[src/hw/rtl/bfc_pkg.sv]
`timescale 1ns / 1ps
`default_nettype none
// ----------------------------------------------------------------------------
// Buddy free coalescer package
// Field widths, request codes, status codes, controller states and the
// control bundle that the controller sends to the free-map memory.
// ----------------------------------------------------------------------------
package bfc_pkg;

    localparam int ORDER_W  = 4;
    localparam int ADDR_W   = 12;
    localparam int STATUS_W = 2;

    localparam logic FUNC_FREE  = 1'b0;
    localparam logic FUNC_QUERY = 1'b1;

    typedef enum logic [STATUS_W-1:0] {
        STATUS_OK  = 2'd0,
        STATUS_BAD = 2'd1,
        STATUS_DUP = 2'd2
    } status_t;

    typedef enum logic [2:0] {
        ST_CLEAR,
        ST_IDLE,
        ST_CHECK,
        ST_BUDDY,
        ST_SET,
        ST_DONE
    } fsm_state_t;

    typedef struct packed {
        logic rd_en;
        logic wr_en;
        logic wr_bit;
    } mem_ctl_t;

endpackage
`default_nettype wire

[src/hw/rtl/bfc_ctrl.sv]
`timescale 1ns / 1ps
`default_nettype none
// ----------------------------------------------------------------------------
// Buddy free coalescer controller
// Sequencer that clears the free map, checks each item, climbs the orders
// with one read-modify-write of the free map per order, and holds the result.
// ----------------------------------------------------------------------------
module bfc_ctrl #(
    parameter int ADDR_BITS = 12,
    parameter int MAX_ORDER = 12,
    parameter int DEPTH     = 8191,
    parameter int IDX_W     = 13
) (
    input  wire logic                            clk,
    input  wire logic                            rst_n,
    input  wire logic                            req_valid,
    output logic                                 req_stall,
    input  wire logic                            func,
    input  wire logic [bfc_pkg::ORDER_W-1:0]     block_order,
    input  wire logic [bfc_pkg::ADDR_W-1:0]      block_address,
    output logic                                 rsp_valid,
    input  wire logic                            rsp_stall,
    output logic      [bfc_pkg::ORDER_W-1:0]     merged_order,
    output logic      [bfc_pkg::ADDR_W-1:0]      merged_address,
    output logic                                 is_free,
    output logic      [bfc_pkg::STATUS_W-1:0]    status,
    output bfc_pkg::mem_ctl_t                    mem_ctl,
    output logic      [IDX_W-1:0]                rd_idx,
    output logic      [IDX_W-1:0]                wr_idx,
    input  wire logic                            rd_data
);

    import bfc_pkg::*;

    localparam int K_W = $clog2(MAX_ORDER + 1);
    localparam int BW  = IDX_W + 1;
    localparam logic [BW-1:0] FULL     = BW'(1) << (ADDR_BITS + 1);
    localparam logic [BW-1:0] TOP_BASE = FULL - BW'(2);

    // Orders below ADDR_BITS hold one bit per block; each order from ADDR_BITS up holds
    // a single bit for the block at address zero.
    function automatic logic [IDX_W-1:0] map_idx(input logic [K_W-1:0] k,
                                                 input logic [ADDR_W-1:0] off);
        logic [BW-1:0] base;
        if (int'(k) >= ADDR_BITS)
        begin
            base = TOP_BASE + BW'(k) - BW'(ADDR_BITS);
            return IDX_W'(base);
        end
        base = FULL - (FULL >> k);
        return IDX_W'(base + BW'(off));
    endfunction

    fsm_state_t           state_reg, state_next;
    logic [IDX_W-1:0]     clr_cnt_reg, clr_cnt_next;
    logic                 func_reg, func_next;
    logic [K_W-1:0]       k_reg, k_next;
    logic [ADDR_W-1:0]    addr_reg, addr_next;
    status_t              status_reg, status_next;
    logic                 is_free_reg, is_free_next;
    logic                 freed_reg, freed_next;
    logic                 rsp_valid_reg, rsp_valid_next;
    logic [ORDER_W-1:0]   rsp_order_reg, rsp_order_next;
    logic [ADDR_W-1:0]    rsp_addr_reg, rsp_addr_next;
    logic                 rsp_is_free_reg, rsp_is_free_next;
    status_t              rsp_status_reg, rsp_status_next;

    logic                 req_bad;
    logic [ADDR_W-1:0]    align_mask;
    logic [IDX_W-1:0]     in_idx;
    logic [IDX_W-1:0]     self_idx;
    logic [IDX_W-1:0]     buddy_idx;
    logic [IDX_W-1:0]     up_buddy_idx;
    logic [K_W-1:0]       up_k;
    logic [ADDR_W-1:0]    up_addr;
    logic                 can_merge_cur;
    logic                 can_merge_up;
    logic                 rsp_free;

    assign align_mask = ~({ADDR_W{1'b1}} << block_order);
    assign req_bad    = (int'(block_order) > MAX_ORDER)
                     || ((int'(block_address) >> ADDR_BITS) != 0)
                     || ((block_address & align_mask) != '0);
    assign in_idx     = map_idx(K_W'(block_order), block_address >> block_order);

    assign up_k          = k_reg + K_W'(1);
    assign up_addr       = addr_reg & ~(ADDR_W'(1) << k_reg);
    assign self_idx      = map_idx(k_reg, addr_reg >> k_reg);
    assign buddy_idx     = map_idx(k_reg, (addr_reg >> k_reg) ^ ADDR_W'(1));
    assign up_buddy_idx  = map_idx(up_k, (up_addr >> up_k) ^ ADDR_W'(1));
    assign can_merge_cur = (int'(k_reg) < MAX_ORDER) && (int'(k_reg) < ADDR_BITS);
    assign can_merge_up  = (int'(up_k) < MAX_ORDER) && (int'(up_k) < ADDR_BITS);
    assign rsp_free      = !rsp_valid_reg || !rsp_stall;

    // Next state.
    always_comb
    begin
        state_next = state_reg;
        unique case (state_reg)
            ST_CLEAR:
            begin
                if (clr_cnt_reg == IDX_W'(DEPTH - 1))
                begin
                    state_next = ST_IDLE;
                end
            end
            ST_IDLE:
            begin
                if (req_valid)
                begin
                    state_next = req_bad ? ST_DONE : ST_CHECK;
                end
            end
            ST_CHECK:
            begin
                if (func_reg == FUNC_QUERY || rd_data || !can_merge_cur)
                begin
                    state_next = ST_DONE;
                end
                else
                begin
                    state_next = ST_BUDDY;
                end
            end
            ST_BUDDY:
            begin
                if (!rd_data)
                begin
                    state_next = ST_DONE;
                end
                else if (!can_merge_up)
                begin
                    state_next = ST_SET;
                end
            end
            ST_SET:
            begin
                state_next = ST_DONE;
            end
            ST_DONE:
            begin
                if (rsp_free)
                begin
                    state_next = ST_IDLE;
                end
            end
            default:
            begin
                state_next = ST_CLEAR;
            end
        endcase
    end

    // Memory port and request handshake.
    always_comb
    begin
        req_stall      = 1'b1;
        mem_ctl.rd_en  = 1'b0;
        mem_ctl.wr_en  = 1'b0;
        mem_ctl.wr_bit = 1'b1;
        rd_idx         = in_idx;
        wr_idx         = self_idx;
        unique case (state_reg)
            ST_CLEAR:
            begin
                mem_ctl.wr_en  = 1'b1;
                mem_ctl.wr_bit = 1'b0;
                wr_idx         = clr_cnt_reg;
            end
            ST_IDLE:
            begin
                req_stall     = 1'b0;
                mem_ctl.rd_en = req_valid && !req_bad;
            end
            ST_CHECK:
            begin
                if (func_reg == FUNC_FREE && !rd_data)
                begin
                    if (can_merge_cur)
                    begin
                        mem_ctl.rd_en = 1'b1;
                        rd_idx        = buddy_idx;
                    end
                    else
                    begin
                        mem_ctl.wr_en = 1'b1;
                    end
                end
            end
            ST_BUDDY:
            begin
                mem_ctl.wr_en = 1'b1;
                if (rd_data)
                begin
                    // Take the buddy off its order and look one order up.
                    mem_ctl.wr_bit = 1'b0;
                    wr_idx         = buddy_idx;
                    mem_ctl.rd_en  = can_merge_up;
                    rd_idx         = up_buddy_idx;
                end
            end
            ST_SET:
            begin
                mem_ctl.wr_en = 1'b1;
            end
            ST_DONE:
            begin
            end
            default:
            begin
            end
        endcase
    end

    // Item datapath and result register.
    always_comb
    begin
        clr_cnt_next     = clr_cnt_reg;
        func_next        = func_reg;
        k_next           = k_reg;
        addr_next        = addr_reg;
        status_next      = status_reg;
        is_free_next     = is_free_reg;
        freed_next       = freed_reg;
        rsp_valid_next   = rsp_valid_reg && rsp_stall;
        rsp_order_next   = rsp_order_reg;
        rsp_addr_next    = rsp_addr_reg;
        rsp_is_free_next = rsp_is_free_reg;
        rsp_status_next  = rsp_status_reg;
        case (state_reg)
            ST_CLEAR:
            begin
                clr_cnt_next = clr_cnt_reg + IDX_W'(1);
            end
            ST_IDLE:
            begin
                if (req_valid)
                begin
                    func_next    = func;
                    k_next       = K_W'(block_order);
                    addr_next    = block_address;
                    status_next  = req_bad ? STATUS_BAD : STATUS_OK;
                    is_free_next = 1'b0;
                    freed_next   = 1'b0;
                end
            end
            ST_CHECK:
            begin
                if (func_reg == FUNC_QUERY)
                begin
                    is_free_next = rd_data;
                end
                else if (rd_data)
                begin
                    status_next = STATUS_DUP;
                end
                else if (!can_merge_cur)
                begin
                    freed_next = 1'b1;
                end
            end
            ST_BUDDY:
            begin
                if (!rd_data)
                begin
                    freed_next = 1'b1;
                end
                else
                begin
                    k_next    = up_k;
                    addr_next = up_addr;
                end
            end
            ST_SET:
            begin
                freed_next = 1'b1;
            end
            ST_DONE:
            begin
                if (rsp_free)
                begin
                    rsp_valid_next   = 1'b1;
                    rsp_order_next   = freed_reg ? ORDER_W'(k_reg) : '0;
                    rsp_addr_next    = freed_reg ? addr_reg : '0;
                    rsp_is_free_next = is_free_reg;
                    rsp_status_next  = status_reg;
                end
            end
            default:
            begin
            end
        endcase
    end

    always_ff @(posedge clk or negedge rst_n)
    begin
        if (!rst_n)
        begin
            state_reg     <= ST_CLEAR;
            clr_cnt_reg   <= '0;
            rsp_valid_reg <= 1'b0;
        end
        else
        begin
            state_reg     <= state_next;
            clr_cnt_reg   <= clr_cnt_next;
            rsp_valid_reg <= rsp_valid_next;
        end
    end

    always_ff @(posedge clk)
    begin
        func_reg        <= func_next;
        k_reg           <= k_next;
        addr_reg        <= addr_next;
        status_reg      <= status_next;
        is_free_reg     <= is_free_next;
        freed_reg       <= freed_next;
        rsp_order_reg   <= rsp_order_next;
        rsp_addr_reg    <= rsp_addr_next;
        rsp_is_free_reg <= rsp_is_free_next;
        rsp_status_reg  <= rsp_status_next;
    end

    assign rsp_valid      = rsp_valid_reg;
    assign merged_order   = rsp_order_reg;
    assign merged_address = rsp_addr_reg;
    assign is_free        = rsp_is_free_reg;
    assign status         = rsp_status_reg;

endmodule
`default_nettype wire
[config.mk]
export PLATFORM = sky130hd
export DESIGN_NAME = bfc_ctrl
export DESIGN_NICKNAME = d
export VERILOG_FILES = /design/src/hw/rtl/bfc_pkg.sv /design/src/hw/rtl/bfc_ctrl.sv
export SDC_FILE = /design/constraint.sdc
export NUM_CORES = 1
export LEC_CHECK = 0
export BUFFER_PORTS_ARGS = -buffer_cell sky130_fd_sc_hd__buf_2
export CORE_ASPECT_RATIO = 2
export CORE_UTILIZATION = 45
export DETAILED_ROUTE_END_ITERATION = 8
export PLACE_DENSITY = 0.68
export SLEW_MARGIN = 20
export SYNTH_ARGS = -nofsm -noshare
export SYNTH_HDL_FRONTEND = slang
export SYNTH_SLANG_ARGS = --single-unit
[constraint.sdc]
create_clock -name clk -period 7.84 [get_ports clk]
set_input_delay 0.392 -clock clk [delete_from_list [all_inputs] [get_ports clk]]
set_output_delay 0.392 -clock clk [all_outputs]
set_load 0.05 [all_outputs]
Yosys cells after proc, flatten, opt, wreduce, memory -nomap -nowiden
Index checks and enable logic that the tools add are counted.
{"block": "totals", "regBits": 57, "elab_cells": 145, "input_bits": 22}
{"block": "classes", "n_bitwise": 7, "n_addsub": 15, "reduce_logical": 25, "n_shift": 8, "eq_ne": 17, "n_lt_le_gt_ge": 6, "mux": 54}
{"op": "$mux 13", "count": 11}
{"op": "$add 13x12->13", "count": 4}
{"op": "$pmux 13 s2", "count": 2}
{"op": "$shr 14x4->13 const A", "count": 3}
{"op": "$add 13x4->13 const A", "count": 3}
{"op": "$sub 1x13->13 const A", "count": 3}
{"op": "$sub 13x4->13 const B", "count": 3}
{"op": "$shr 12x4->12", "count": 3}
{"op": "$and 12x12->12", "count": 2}
{"op": "$mux 12", "count": 2}
{"op": "$not 12->12", "count": 2}
{"op": "$pmux 12 s2", "count": 1}
{"op": "$mux 3", "count": 7}
{"op": "$ne 2x2->1 const B", "count": 10}
{"op": "$pmux 3 s6", "count": 1}
{"op": "$mux 1", "count": 17}
{"op": "$add 13x1->13 const B", "count": 1}
{"op": "$eq 13x13->1 const B", "count": 1}
{"op": "$ge 4x4->1 const B", "count": 3}
{"op": "$reduce_bool 12->1", "count": 1}
{"op": "$shl 1x4->12 const A", "count": 1}
{"op": "$shl 12x4->12 const A", "count": 1}
{"op": "$lt 4x4->1 const B", "count": 2}
{"op": "$mux 2", "count": 4}
{"op": "other kinds (24)", "count": 44}

Longest topological paths before layout
{"block": "logic_depth", "ltp_word": 9, "mapped_depth": 23}

Least setup slack after synthesis
Ideal clock, no wire load.
{"block": "synth_path", "path_type": "reg-to-output", "startpoint": "register k_reg[0]", "endpoint": "output port wr_idx[9]", "arrival_ns": 5.633, "path_slack_ns": 1.815, "path_stages_with_launch": 19, "required_ns": 7.448, "cell_sequence": "edfxtp_1 buf_2 buf_2 inv_1 clkbuf_1 ha_1 clkbuf_1 nand3_1 ha_1 nor2_1 a21oi_1 ha_1 clkbuf_1 a21oi_1 o21ai_0 a2111oi_0 o21ai_0 xnor2_1 o311ai_0"}
{"block": "synth_via", "elab_chain_cells": 6, "word_cells_on_any_way": 15, "cone_classes": "5 x add/sub; 1 x order compare; 2 x shift; 6 x mux; 1 x bitwise"}
{"item": "from (decl)", "line": "bfc_ctrl.sv:57", "text": "logic [K_W-1:0] k_reg, k_next;"}
{"item": "from (signal assigned)", "line": "bfc_ctrl.sv:314", "text": "k_reg <= k_next;"}
{"item": "$shr 14x4->13, or another cell as far along", "line": "bfc_ctrl.sv:50", "text": "base = FULL - (FULL >> k);"}
{"item": "$sub 1x13->13, or another cell as far along", "line": "bfc_ctrl.sv:50"}
{"item": "$add 13x12->13 / $mux 13 (equally long branches)", "line": "bfc_ctrl.sv:51, bfc_ctrl.sv:45"}
{"item": "$mux 13", "line": "bfc_ctrl.sv:50"}
{"item": "$mux 13", "line": "bfc_ctrl.sv:193", "text": "if (rd_data)"}
{"item": "$pmux 13 s2 (*)", "line": "bfc_ctrl.sv:163", "text": "unique case (state_reg)"}
{"item": "to (decl)", "line": "bfc_ctrl.sv:29", "text": "output logic [IDX_W-1:0] wr_idx,"}
Every way passes the cells marked *; elsewhere a longest branch is shown, timed or not. The select of a mux whose other input is x is not followed.

Worst setup path after layout
{"block": "layout_path", "startpoint": "register k_reg[0]", "endpoint": "output port rd_idx[12]"}
{"block": "layout_via", "elab_chain_cells": 9, "word_cells_on_any_way": 31, "cone_classes": "9 x add/sub; 3 x order compare; 5 x shift; 10 x mux; 4 x bitwise"}
{"item": "branches (longest 8 deep; another with $sub 1x13->13)"}
{"item": "$pmux 13 s2 (*)", "line": "bfc_ctrl.sv:163"}
{"item": "to (decl)", "line": "bfc_ctrl.sv:28", "text": "output logic [IDX_W-1:0] rd_idx,"}
Every way passes the cells marked *. The select of a mux whose other input is x is not followed.

==> impl_results.md <==
- Crit path cell chain: inv_1 > ha_1 > and3b_1 > nand2b_1 > o21ai_0 > mux2i_1 > o22ai_1 > ha_1 > fa_1 > nor2b_1 > o31a_1 > o221ai_1 > o211ai_2 > o21ai_1 > mux2_1 > or4_1 > nand3_1 > buf_2
- Cell mode on critical path: ha_1
- Initial antenna violation count: 0
- Starting Density: 0.4610
- Total track usage: 0.3034
- Top_reg_cell synth: edfxtp_1
- Yosys synthesis warning count: 0
- Layout Nets: 1144
- Arrival time worst endpoint: 5.96 ns
- Pin count of the biggest net entering global routing: 46
- Seq/Total Area, Yosys: 0.2158
- First-pass GRT wire length: 39630 µm
- Fraction of registers with async set/reset: 0.2982
- Seq cells post-synth: 57
- Core region area: approximately 0.016 mm²
- Share of cells above drive strength 1: 0.1051
- IO Pins: 72
- Number of global-route vias before repair: 7653
- Fin crit share: 0.8101
- RSZ-0062 raised after global routing: false
- Worst-skew pair later-pin latency: 0.34 ns
- DRT Wirelength: ~26000 µm
- WS Path Type: reg2out
- Final WS setup: 1.489 ns
- Hold Fails Final Rpt: 0
- Final Instance Area: 0.008269 mm²
- Routability-driven placement congestion ratio: 1.002
- DR WL/cell: 20.22 µm
- Port buffer count: 71
- Max FO, Critical Path: 25
- Crit path buf inv count: 2
- Max FFs per register: 13
- Total area of sequential cells: 0.001627 mm²
- Worst Hold Class: in2reg
- Max-cap viol count: 0
- Setup TNS: 0 ns
- CP Capture Type: primary output
- Grt ovf: 0
- Htree depth: 3
- Data required, critical path: 7.45 ns
- Post-Syn Nets: between 1000 and 1500
- Setup violations, final: 0
- Clock Path Buffers: 2
- # DRC: 0
- Die H: 185.0 µm
- Fill count: 1647
- Sink Count: 57
- Syn_area_per_cell: between 7 and 8 µm²
- Fin util: 0.5057
- Cts bufs inserted: 9
- Max incr delay on CP: 0.90 ns
- Vias: 7931
- Post-synth EDFFs: 40
- N_diodes: 0
- Post-DP HPWL: 20310 µm
- Initial DRT Pass Iterations: 8
- # rows: 66
- Setup crit start kind: flip-flop
- P_leak: 3.586 nW
- Pwr dens: 114.2 mW/mm²
- Largest delay share family, worst path: compound AO/OA/AOI/OAI gates
- Die Wd: 93.52 µm
- Unique cell type count in the Yosys netlist: 72
- Placement-stage cell area: 0.007958 mm²
- Post-synthesis instance total: 1034
- DR vias/cell: 6.245
- Clock skew: 0.007651 ns
- Final Power: between 0.9 and 1 mW
- Cts repair resizes: 0
- Fmax achieved: 0.1574 GHz
- Post-route ant nets: 0
- VDD IR-drop max: 0.00007758 V
- P&R area growth vs syn: 9.711%
- Status: complete, no violations
- Synthesized area: 0.007537 mm²
- Pre-CTS setup slack: 2.023 ns
- CTS root buf: clkbuf_16
- Least-Margin Pin Slew: 1.014 ns
- DIE AREA: 0.01730 mm²
- Initial drt markers: 591
- Crit path max-delay cell type: edfxtp_1
- Multi-input gate area: roughly 0.0055 mm²
- Final worst path period need: 6.351 ns
- CTS tree: done
- CTS clk-pin slew, worst paths: 0.05 ns
- Slew Viols, Final: 0
- Rel. slew slack: 0.3223
synth_stat cells (4+ instances only):
| library cell | count | share of area |
|---|---|---|
| xor2_1 | 13 | 0.015 |
| nand2_1 | 144 | 0.072 |
| inv_1 | 39 | 0.019 |
| xnor2_1 | 34 | 0.040 |
| fa_1 | 4 | 0.011 |
| and3_1 | 7 | 0.0058 |
| a22oi_1 | 7 | 0.0070 |
| o221ai_1 | 9 | 0.010 |
| and2_1 | 22 | 0.018 |
| o311ai_0 | 4 | 0.0046 |
| mux4_2 | 5 | 0.015 |
| o22ai_1 | 14 | 0.012 |
| o21a_1 | 5 | 0.0050 |
| ha_1 | 57 | 0.095 |
| a21o_1 | 10 | 0.010 |
| o21ai_0 | 97 | 0.064 |
| clkbuf_1 | 48 | 0.024 |
| a31oi_1 | 12 | 0.010 |
| o21bai_1 | 4 | 0.0040 |
| nand2b_1 | 14 | 0.012 |
| mux2i_1 | 28 | 0.037 |
| mux2_2 | 5 | 0.0075 |
| a21oi_1 | 78 | 0.052 |
| a21boi_0 | 4 | 0.0040 |
| nand4_1 | 6 | 0.0050 |
| nand3_1 | 36 | 0.024 |
| a211oi_1 | 16 | 0.016 |
| nand3b_1 | 5 | 0.0050 |
| or3_1 | 8 | 0.0066 |
| nor2b_1 | 13 | 0.011 |
| dfrtp_1 | 17 | 0.056 |
| nor3_1 | 22 | 0.015 |
| nor2_1 | 127 | 0.063 |
| buf_2 | 6 | 0.0040 |
| buf_1 | 8 | 0.0040 |
| edfxtp_1 | 40 | 0.16 |
| o211ai_1 | 7 | 0.0070 |
per-layer routing:
| metal | wire [µm] | track usage | share of wire |
|---|---|---|---|
| met1 | 8770 | 0.2847 | 0.34 |
| met2 | 13710 | 0.5662 | 0.53 |
| met3 | 1065 | 0.03654 | 0.041 |
| met4 | 2127 | 0.2591 | 0.083 |
| met5 | 0 | 0 | 0 |
final timing paths:
path | from | endpoint | slack (ns) | cells after the start
hold / removal | func | func_reg$_DFFE_PP_ | 0.22 | 1
max in group asynchronous | rst_n | clr_cnt_reg[1]$_DFFE_PN0P_ | 7.04 | 2
min in group asynchronous | rst_n | clr_cnt_reg[9]$_DFFE_PN0P_ | 0.51 | 2
setup / recovery | k_reg[0]$_DFFE_PP_ | rd_idx[12] | 1.49 | 18
hold reg to reg | status_reg[0]$_SDFFCE_PP0P_ | status[0]$_DFFE_PP_ | 0.42 | 0
setup reg to reg | k_reg[0]$_DFFE_PP_ | state_reg[2]$_DFFE_PN0P_ | 4.08 | 9
through the flow:
stage | instances | hold WS [ns]
final | 1270 | 0.2207
after global routing | 1270 | 0.2248
after CTS | 1270 | 0.2145
after detailed placement | 1253 | 0.3466
after global placement | 1253 | 0.3408
after floorplan | 1034 | 0.09641
final cells by class:
type                            count  area share
Multi-Input combinational cell    872      0.6664
Tap cell                          204     0.03087
Sequential cell                    57      0.1967
Inverter                           42     0.01906
Timing Repair Buffer               79     0.05054
Clock inverter                      2    0.004539
Clock buffer                       14     0.03193
report_power, final:
group / switching, mW / internal [mW] / total, mW
Clock: 0.139 / 0.263 / 0.402
Combinational: 0.153 / 0.0681 / 0.221
Sequential: 0.0000000000000000347 / 0.321 / 0.321
worst reg2reg max path, cell delays in order, from the launching register on:
cell	delay [ns]
edfxtp_1	0.90
nand2_1	0.21
xor2_2	0.63
clkinv_1	0.62
nand2_1	0.59
a22oi_1	0.21
nand2_1	0.14
nor2_1	0.05
a31oi_1	0.17
o21ai_0	0.11
logic make-up after synthesis:
kind of cell             after synthesis  synth area share
adder cells (fa/ha/maj)               63            0.1079
AO/OA/AOI/OAI                        303            0.2530
AND/OR/NAND/NOR                      419            0.2512
XOR/XNOR                              48           0.05677
flip-flops                            57            0.2158
multiplexers                          39           0.06109
buffers and inverters                105           0.05428
cells in the final DEF, fill, tap and decap left out, drive strengths merged, types with 4 or more instances in the layout:
master / n
a31oi: 12
a21o: 10
o221ai: 9
o311ai: 4
o211ai: 8
mux2: 6
o21a: 5
nor3: 22
a21oi: 78
a22oi: 7
nand2: 144
nand4: 6
nor2b: 13
o21ai: 98
nand3b: 5
ha: 57
buf: 78
dfrtp: 17
inv: 40
nor2: 127
mux2i: 28
xnor2: 34
or3: 8
mux4: 5
xor2: 14
fa: 4
o21bai: 4
and3: 7
edfxtp: 40
a211oi: 16
nand3: 36
and2: 22
o22ai: 14
clkbuf: 14
a21boi: 4
nand2b: 14
timing repair:
action	in CTS	in global routing
hold buffers	1	0
setup buffers	0	0
endpoints found under the hold margin	17	0
No activity file was read; power rests on OpenSTA's default activity.
